[src/hdl/drc_pkg.sv]
// ----------------------------------------------------------------------------
// drc_pkg
// types and codes shared by the dirty rectangle coalescer
// ----------------------------------------------------------------------------
`default_nettype none
package drc_pkg;
    typedef struct packed {
        logic [7:0] h;
        logic [7:0] w;
        logic [7:0] y;
        logic [7:0] x;
    } t_rect;

    localparam logic [1:0] ST_DROPPED = 2'd0;
    localparam logic [1:0] ST_QUEUED  = 2'd1;
    localparam logic [1:0] ST_FULL    = 2'd2;

    localparam logic OP_ADD  = 1'b0;
    localparam logic OP_TAKE = 1'b1;

    typedef enum logic [1:0] {
        S_IDLE,
        S_SCAN,
        S_REMOVE,
        S_DONE
    } t_state;

    // shift command broadcast along the cell row
    typedef struct packed {
        logic rotate;   // shift toward head, head wraps to the last live slot
        logic pop;      // shift toward head, head is dropped
    } t_cell_ctl;

    // point inside a box, inclusive bounds
    function automatic logic pt_in_rect(input logic [7:0] px, input logic [7:0] py,
                                        input logic [7:0] x1, input logic [7:0] y1,
                                        input logic [7:0] x2, input logic [7:0] y2);
        return (x1 <= px) && (x2 >= px) && (y1 <= py) && (y2 >= py);
    endfunction
endpackage
`default_nettype wire

[src/hdl/drc_cell.sv]
// ----------------------------------------------------------------------------
// drc_cell
// one queue slot; shifts its entry toward the head on command
// ----------------------------------------------------------------------------
`default_nettype none
module drc_cell (
    input  wire logic              i_clk,
    input  wire drc_pkg::t_cell_ctl i_ctl,
    input  wire logic              i_load_here,
    input  wire drc_pkg::t_rect    i_load_rect,
    input  wire drc_pkg::t_rect    i_next,
    output drc_pkg::t_rect         o_rect
);
    import drc_pkg::*;

    t_rect r_rect;
    t_rect n_rect;

    always_comb begin
        n_rect = r_rect;
        if (i_load_here) begin
            n_rect = i_load_rect;
        end else if (i_ctl.rotate || i_ctl.pop) begin
            n_rect = i_next;
        end
    end

    always_ff @(posedge i_clk) begin
        r_rect <= n_rect;
    end

    assign o_rect = r_rect;
endmodule
`default_nettype wire

[src/hdl/dirty_rect_coalescer.sv]
// ----------------------------------------------------------------------------
// dirty_rect_coalescer
// queue of dirty rectangles with merge on add, held in a row of shift cells
// ----------------------------------------------------------------------------
// a take, or an add dropped on a pending full update, goes from S_IDLE through
//   S_DONE to the o_valid strobe; other adds alternate scan passes (S_SCAN)
//   with removals of the absorbed entry (S_REMOVE) until a pass absorbs
//   nothing, then go through S_DONE to the strobe
// throughput: one item at a time, busy stays high through the strobe cycle,
//   so the next transfer can be accepted in the cycle after the result; no stalls
// reset (synchronous, active low) empties the queue and clears full mode
`default_nettype none
module dirty_rect_coalescer #(
    parameter int MAX_UPDATES = 8
) (
    input  wire logic       i_clk,
    input  wire logic       i_rst_n,
    input  wire logic       start,
    output logic            busy,
    input  wire logic       i_operation,
    input  wire logic [7:0] i_area_x,
    input  wire logic [7:0] i_area_y,
    input  wire logic [7:0] i_area_w,
    input  wire logic [7:0] i_area_h,
    output logic            o_valid,
    output logic [1:0]      o_add_status,
    output logic [3:0]      o_merge_count,
    output logic            o_take_valid,
    output logic            o_take_full,
    output logic [7:0]      o_out_x,
    output logic [7:0]      o_out_y,
    output logic [7:0]      o_out_w,
    output logic [7:0]      o_out_h
);
    import drc_pkg::*;

    localparam int LW = $clog2(MAX_UPDATES + 1);
    localparam int IW = (MAX_UPDATES > 1) ? $clog2(MAX_UPDATES) : 1;

    // control state
    t_state          r_state, n_state;
    logic [LW-1:0]   r_len, n_len;
    logic            r_full, n_full;
    logic [LW-1:0]   r_pos, n_pos;     // entries examined in this pass / removal
    logic [IW-1:0]   r_tidx, n_tidx;   // slot of the first touching entry
    logic            r_hit, n_hit;     // touching entry found in this pass
    logic            r_eq, n_eq;       // equal entry found in this pass
    logic [3:0]      r_merges, n_merges;
    t_rect           r_cur, n_cur;     // rectangle being added
    t_rect           r_mrg, n_mrg;     // bounding box with the touching entry

    // result registers
    logic            r_valid;
    logic [1:0]      r_status, n_status;
    logic            r_tvalid, n_tvalid, r_tfull, n_tfull;
    t_rect           r_orect, n_orect;

    // cell row
    t_rect           w_cell [MAX_UPDATES];
    t_cell_ctl       w_ctl;
    logic            w_load_en;
    logic [LW-1:0]   w_load_pos;
    t_rect           w_load_rect;

    // handshake and sequencing helpers
    logic            w_accept;
    logic            w_pass_end;
    logic            w_rm_here;
    logic            w_rm_done;

    // head compare
    t_rect      w_head;
    logic [7:0] w_x2, w_y2, w_qx2, w_qy2;
    logic       w_touch, w_equal;
    logic [7:0] w_mx, w_my, w_mx2, w_my2;

    // rotation runs over the live part only: the head wraps into slot len-1,
    // so after len rotations the queue is back in order; slots past the
    // live part shift along and hold nothing of value
    for (genvar g = 0; g < MAX_UPDATES; g++) begin : g_cell
        t_rect w_next;
        logic  w_load_here;
        if (g == MAX_UPDATES - 1) begin : g_last
            assign w_next = w_cell[0];
        end else begin : g_mid
            assign w_next = (w_ctl.rotate && r_len == LW'(g + 1)) ? w_cell[0] : w_cell[g+1];
        end
        assign w_load_here = w_load_en && (w_load_pos == LW'(g));
        drc_cell u_cell (
            .i_clk      (i_clk),
            .i_ctl      (w_ctl),
            .i_load_here(w_load_here),
            .i_load_rect(w_load_rect),
            .i_next     (w_next),
            .o_rect     (w_cell[g])
        );
    end

    assign w_head = w_cell[0];
    // right and bottom edges wrap at 8 bits
    assign w_x2   = r_cur.x + r_cur.w;
    assign w_y2   = r_cur.y + r_cur.h;
    assign w_qx2  = w_head.x + w_head.w;
    assign w_qy2  = w_head.y + w_head.h;
    assign w_equal = (w_head == r_cur);
    // a corner of either rectangle inside the other
    assign w_touch =
        pt_in_rect(r_cur.x, r_cur.y, w_head.x, w_head.y, w_qx2, w_qy2) ||
        pt_in_rect(r_cur.x, w_y2,    w_head.x, w_head.y, w_qx2, w_qy2) ||
        pt_in_rect(w_x2,    w_y2,    w_head.x, w_head.y, w_qx2, w_qy2) ||
        pt_in_rect(w_x2,    r_cur.y, w_head.x, w_head.y, w_qx2, w_qy2) ||
        pt_in_rect(w_head.x, w_head.y, r_cur.x, r_cur.y, w_x2, w_y2) ||
        pt_in_rect(w_head.x, w_qy2,    r_cur.x, r_cur.y, w_x2, w_y2) ||
        pt_in_rect(w_qx2,    w_qy2,    r_cur.x, r_cur.y, w_x2, w_y2) ||
        pt_in_rect(w_qx2,    w_head.y, r_cur.x, r_cur.y, w_x2, w_y2);
    assign w_mx  = (w_head.x < r_cur.x) ? w_head.x : r_cur.x;
    assign w_my  = (w_head.y < r_cur.y) ? w_head.y : r_cur.y;
    assign w_mx2 = (w_qx2 > w_x2) ? w_qx2 : w_x2;
    assign w_my2 = (w_qy2 > w_y2) ? w_qy2 : w_y2;

    assign w_accept   = start && !busy;
    // a pass is over once every live entry has been seen at the head
    assign w_pass_end = (r_pos == r_len);
    // removal: rotate the target to the head, pop it, rotate the rest home
    assign w_rm_here  = (r_pos == LW'(r_tidx));
    assign w_rm_done  = w_rm_here ? (LW'(r_tidx) + LW'(1) == r_len) : (r_pos == r_len);

    // next state
    always_comb begin
        n_state = r_state;
        unique case (r_state)
            S_IDLE: begin
                if (w_accept) begin
                    if (i_operation == OP_TAKE || (r_full && r_len != '0)) begin
                        n_state = S_DONE;
                    end else begin
                        n_state = S_SCAN;
                    end
                end
            end
            S_SCAN: begin
                if (w_pass_end) begin
                    if (!r_eq && r_hit) begin
                        n_state = S_REMOVE;
                    end else begin
                        n_state = S_DONE;
                    end
                end
            end
            S_REMOVE: begin
                if (w_rm_done) begin
                    n_state = S_SCAN;
                end
            end
            S_DONE: begin
                n_state = S_IDLE;
            end
            default: n_state = S_IDLE;
        endcase
    end

    // datapath and cell row control
    always_comb begin
        n_len       = r_len;
        n_full      = r_full;
        n_pos       = r_pos;
        n_tidx      = r_tidx;
        n_hit       = r_hit;
        n_eq        = r_eq;
        n_merges    = r_merges;
        n_cur       = r_cur;
        n_mrg       = r_mrg;
        n_status    = r_status;
        n_tvalid    = r_tvalid;
        n_tfull     = r_tfull;
        n_orect     = r_orect;
        w_ctl       = '0;
        w_load_en   = 1'b0;
        w_load_pos  = r_len;
        w_load_rect = r_cur;
        unique case (r_state)
            S_IDLE: begin
                if (w_accept) begin
                    n_cur    = '{h: i_area_h, w: i_area_w, y: i_area_y, x: i_area_x};
                    n_merges = '0;
                    n_pos    = '0;
                    n_hit    = 1'b0;
                    n_eq     = 1'b0;
                    n_status = ST_DROPPED;
                    n_tvalid = 1'b0;
                    n_tfull  = 1'b0;
                    n_orect  = '0;
                    if (i_operation == OP_TAKE && r_len != '0) begin
                        n_tvalid = 1'b1;
                        if (r_full) begin
                            // full update leaves no rectangle to report
                            n_tfull = 1'b1;
                            n_full  = 1'b0;
                            n_len   = '0;
                        end else begin
                            n_orect   = w_head;
                            n_len     = r_len - LW'(1);
                            w_ctl.pop = 1'b1;
                        end
                    end
                end
            end
            S_SCAN: begin
                if (w_pass_end) begin
                    n_pos = '0;
                    if (!r_eq && !r_hit) begin
                        if (r_len >= LW'(MAX_UPDATES)) begin
                            // overflow: the whole queue becomes one full update
                            n_len       = LW'(1);
                            n_full      = 1'b1;
                            w_load_en   = 1'b1;
                            w_load_pos  = '0;
                            w_load_rect = '0;
                            n_status    = ST_FULL;
                        end else begin
                            w_load_en = 1'b1;
                            n_len     = r_len + LW'(1);
                            n_status  = ST_QUEUED;
                        end
                    end
                end else begin
                    w_ctl.rotate = 1'b1;
                    n_pos        = r_pos + LW'(1);
                    if (w_equal) begin
                        n_eq = 1'b1;
                    end
                    // only the first touching entry of a pass is absorbed
                    if (w_touch && !r_hit) begin
                        n_hit  = 1'b1;
                        n_tidx = r_pos[IW-1:0];
                        n_mrg  = '{h: w_my2 - w_my, w: w_mx2 - w_mx, y: w_my, x: w_mx};
                    end
                end
            end
            S_REMOVE: begin
                if (w_rm_here) begin
                    w_ctl.pop = 1'b1;
                    n_len     = r_len - LW'(1);
                end else begin
                    w_ctl.rotate = 1'b1;
                end
                if (w_rm_done) begin
                    // restart the scan with the grown rectangle
                    n_pos = '0;
                    n_hit = 1'b0;
                    n_eq  = 1'b0;
                    n_cur = r_mrg;
                    if (r_merges != 4'hF) begin
                        n_merges = r_merges + 4'd1;
                    end
                end else begin
                    n_pos = r_pos + LW'(1);
                end
            end
            S_DONE: begin
            end
            default: begin
            end
        endcase
    end

    always_ff @(posedge i_clk) begin
        if (!i_rst_n) begin
            r_state  <= S_IDLE;
            r_len    <= '0;
            r_full   <= 1'b0;
            r_valid  <= 1'b0;
        end else begin
            r_state  <= n_state;
            r_len    <= n_len;
            r_full   <= n_full;
            r_valid  <= (r_state == S_DONE);
        end
    end

    always_ff @(posedge i_clk) begin
        r_pos    <= n_pos;
        r_tidx   <= n_tidx;
        r_hit    <= n_hit;
        r_eq     <= n_eq;
        r_merges <= n_merges;
        r_cur    <= n_cur;
        r_mrg    <= n_mrg;
        r_status <= n_status;
        r_tvalid <= n_tvalid;
        r_tfull  <= n_tfull;
        r_orect  <= n_orect;
    end

    assign busy          = (r_state != S_IDLE) || r_valid;
    assign o_valid       = r_valid;
    assign o_add_status  = r_status;
    assign o_merge_count = r_merges;
    assign o_take_valid  = r_tvalid;
    assign o_take_full   = r_tfull;
    assign o_out_x       = r_orect.x;
    assign o_out_y       = r_orect.y;
    assign o_out_w       = r_orect.w;
    assign o_out_h       = r_orect.h;
endmodule
`default_nettype wire

[config.mk]
export PLATFORM = sky130hd
export DESIGN_NAME = dirty_rect_coalescer
export DESIGN_NICKNAME = d
export VERILOG_FILES = /design/src/hdl/drc_pkg.sv /design/src/hdl/drc_cell.sv /design/src/hdl/dirty_rect_coalescer.sv
export SDC_FILE = /design/constraint.sdc
export NUM_CORES = 1
export LEC_CHECK = 0
export BUFFER_PORTS_ARGS = -buffer_cell sky130_fd_sc_hd__clkbuf_2
export CAP_MARGIN = 20
export CORE_AREA = 2 2 237 239
export CTS_CLUSTER_DIAMETER = 150
export DETAILED_ROUTE_END_ITERATION = 12
export DIE_AREA = 0 0 239 241
export GPL_ROUTABILITY_DRIVEN = 1
export SYNTH_ARGS = -nofsm -noshare
export SYNTH_HDL_FRONTEND = slang
export SYNTH_SLANG_ARGS = --single-unit
export TNS_END_PERCENT = 100
[constraint.sdc]
create_clock -name i_clk -period 13.9 [get_ports i_clk]
set_input_delay 2.085 -clock i_clk [delete_from_list [all_inputs] [get_ports i_clk]]
set_output_delay 2.085 -clock i_clk [all_outputs]
set_load 0.01 [all_outputs]
==> flow_summary.yaml <==
logic_synthesis:
  mappedNetlistNets: 2209
  yosys_most_used_dff: "edfxtp_1"
  yosys_register_bits: 377
  synth-seq-area-share_pct: 51.55
  count_of_flip_flops_with_a_built_in_enable_after_synthesis: 369
  synth.yosys.warnings: 0
  area_of_the_mapped_netlist_um2: 21810
  postSynthCellCount: 2053
  postSynth.asyncResetShare_pct: 0
  synth_cell_type_count: 69
  post_synth.cell_area_avg_um2: 10.62
route:
  ant_nets: 0
  vias_per_cell: 5.552
  routedWlPerCell_um: 21.84
  drt_drc_violations_left: 0
  route.final.wire_length_um: 60790
  first_pass_iters: 7
  drt_iter0_drc: 1335
  vias: 15450
worst_setup_path:
  critical_path_type: "register to register"
  r2r-start: "g_cell[0].u_cell.o_rect[8]"
  critical_path.n_buffers_inverters: 0
  critPathSlowestCell: "o31ai_2"
  reg2reg_depth: 22
  critical-path-max-stage-delay_ns: 0.87
  path_cells: "ha_1 -> fa_1 -> a21o_1 -> a21oi_1 -> o21bai_1 -> a21oi_1 -> xnor2_1 -> ha_1 -> nand2_1 -> nor3_1 -> o31ai_2 -> o21ai_0 -> ha_1 -> nor2b_1 -> o21ai_0 -> a21boi_0 -> o21ai_0 -> nand2b_1 -> a21o_1 -> a21oi_1 -> xnor2_1 -> xor2_1"
  critical_path_depth: 22
  critPathMaxFanout: 14
  timing.critical_path.required_ns: 14.22
  worst-r2r-setup-slack_ns: 8.14
  cp_data_arrival_time_ns: 6.08
  setup.worst_path.start_class: "register"
  critPathCaptureType: "register"
  crit_reg_reg_endpoint: "r_mrg[31]"
  critPathTopFamily: "compound AO/OA/AOI/OAI gates"
die:
  placement_rows: 86
  start_util_pct: 39.74
  die_x_um: 239
  num_io_pins: 78
  die_y_um: 241
  core_area_um2: 54880
  die_area_um2: 57600
global_routing:
  grt_util_all_layers_pct: 21.27
  grt_pass1_wl_um: 92340
  grt_antenna_before_repair: 1
  largest_net_degree_at_the_start_of_global_routing: 66
  via_count_of_the_first_global_routing_pass: 15300
  globalRoute.totalOverflow: 0
clocking:
  holdBufCountCts: 0
  clk-insertion-delay-late_ns: 0.58
  cts.htree.levels: 2
  clk_pin_slew_worst_paths_ns: 0.06
  cts_setup_buffers: 0
  clock_sink_count: 377
  cts_root_buffer: "clkbuf_16"
  cts_tree: "built"
  post_cts.resized_instances: 0
  tritoncts.num_buffers: 41
  number_of_buffers_on_the_longest_clock_path: 3
timing:
  worst_clock_skew_ns: 0.02976
  final_hold_viol_count: 0
  final_min_period_over_clock_period_pct: 41.44
  final_critical_delay_including_setup_and_external_delays_ns: 5.760
  tightest_slew_ns: 1.046
  setup_viol_count_final: 0
  setup_repair_after_global_routing_missed_its_margin: "no"
  maxSlewViolCount: 0
  totalNegativeSetupSlack_ns: 0
  fmax_mhz: 173.6
  maxSlewHeadroom_pct: 29.83
cells_and_area:
  final.fill_count: 5186
  final_util_pct: 43.74
  most-common-layout-cells: "369 x edfxtp_1, 306 x nand2_1, 272 x o21ai_0"
  fraction_of_layout_cells_with_a_size_suffix_above_1_pct: 11.16
  area_delta_synth_final_pct: 10.08
  layout.nets: 2207
  layout_commonest_cell: "edfxtp_1"
  num_antenna_cells: 0
placement:
  place.port_buffers: 77
  dp_hpwl_um: 39320
  place_congestion: 0.8365
status:
  result_of_the_run: "finished, final reports clean"
min_path:
  worstHoldEndpoint: "g_cell[0].u_cell.o_rect[26]"
  min_from: "g_cell[1].u_cell.o_rect[26]"
  timing.hold.worst.class: "register to register"
  min_path_cells: 2
run:
  maxCapViolCount: 0
[area by class of cell]
type,count,area [µm²],area share [%]
timing repair buffer,113,653.1,2.721
inverter,109,409.1,1.704
tap,704,880.8,3.669
clock inverter,17,130.1,0.5421
multi-input combinational,1409,9574,39.88
sequential,377,11240,46.83
clock buffer,54,1117,4.654
[layer usage]
metal	track usage [%]	up-vias	wire length, µm
li1	-	7299	-
met2	34.98	556	28230
met3	4.449	104	4648
met4	6.496	2	1582
met5	0	-	18
met1	28.23	7491	26310
[worst reg2reg max path: cells and delay by family, from the launching register on]
family | cells | cell delay, ns
DFF | 1 | 0.55
xor gates and xnor gates | 3 | 0.47
and+or+nand+nor | 4 | 0.41
AOI/OAI and AO/OA | 11 | 2.68
adders and majority gates | 4 | 1.38
[cells in the mapped netlist, types with 12 or more instances]
library cell,number,area share [%]
buf_2,12,0.28
buf_1,28,0.48
buf_4,18,0.62
inv_1,109,1.9
nor3_1,30,0.69
o21a_1,12,0.41
edfxtp_1,369,51
xor2_1,32,1.3
nand2_1,306,5.3
and2_0,16,0.46
mux2_2,33,1.7
nor2_1,67,1.2
a21o_1,22,0.76
and2_1,21,0.60
nand2b_1,20,0.57
o21ai_0,274,6.3
mux2i_1,199,9.1
xnor2_1,38,1.5
ha_1,114,6.5
a21oi_1,97,2.2
clkbuf_1,100,1.7
nor2b_1,12,0.34
[how the worst max path moves through the flow]
stage / from / endpoint / slack (ns)
after floorplan: start / g_cell[0].u_cell.o_rect[0] / 7.59
after global placement: g_cell[0].u_cell.o_rect[8] / r_mrg[31] / 8.27
after detailed placement: g_cell[0].u_cell.o_rect[8] / r_mrg[31] / 8.18
after CTS: g_cell[0].u_cell.o_rect[8] / r_mrg[31] / 8.17
after global routing: g_cell[0].u_cell.o_rect[8] / r_mrg[31] / 7.57
final: g_cell[0].u_cell.o_rect[8] / r_mrg[31] / 8.14
[cells by family after synthesis]
kind of cell    synth area share [%]
fa+ha+maj                      7.138
xor+xnor                       2.811
mux                            10.84
buf+inv                        4.974
simple gates                   10.73
compound gates                 11.96
flops                          51.55
[metrics by stage]
stage | instances | cell area, µm² | hold WS [ns] | setup slack, ns
3_5_place_dp | 2711 | 22750 | 0.5115 | 8.180
2_1_floorplan | 2053 | 21810 | 0.4963 | 7.594
3_3_place_gp | 2711 | 22750 | 0.5011 | 8.273
5_1_grt | 2783 | 24010 | 0.5559 | 7.568
4_1_cts | 2782 | 24000 | 0.5237 | 8.168
6_report | 2783 | 24010 | 0.5296 | 8.140
[state kept, by name, indices dropped and copies added, names as in the netlist, 2 cells and up]
signal and cells:
o_out_h 8, r_state 2, g_cell.u_cell.o_rect 256, r_tidx 3, r_mrg 32, o_out_y 8
o_out_w 8, r_pos 4, r_len 4, o_merge_count 4, o_out_x 8, o_add_status 2
r_cur 32
Power is left out: the tool's default activity adds up to more than one toggle a clock period on the data nets, which glitch-free logic cannot reach.
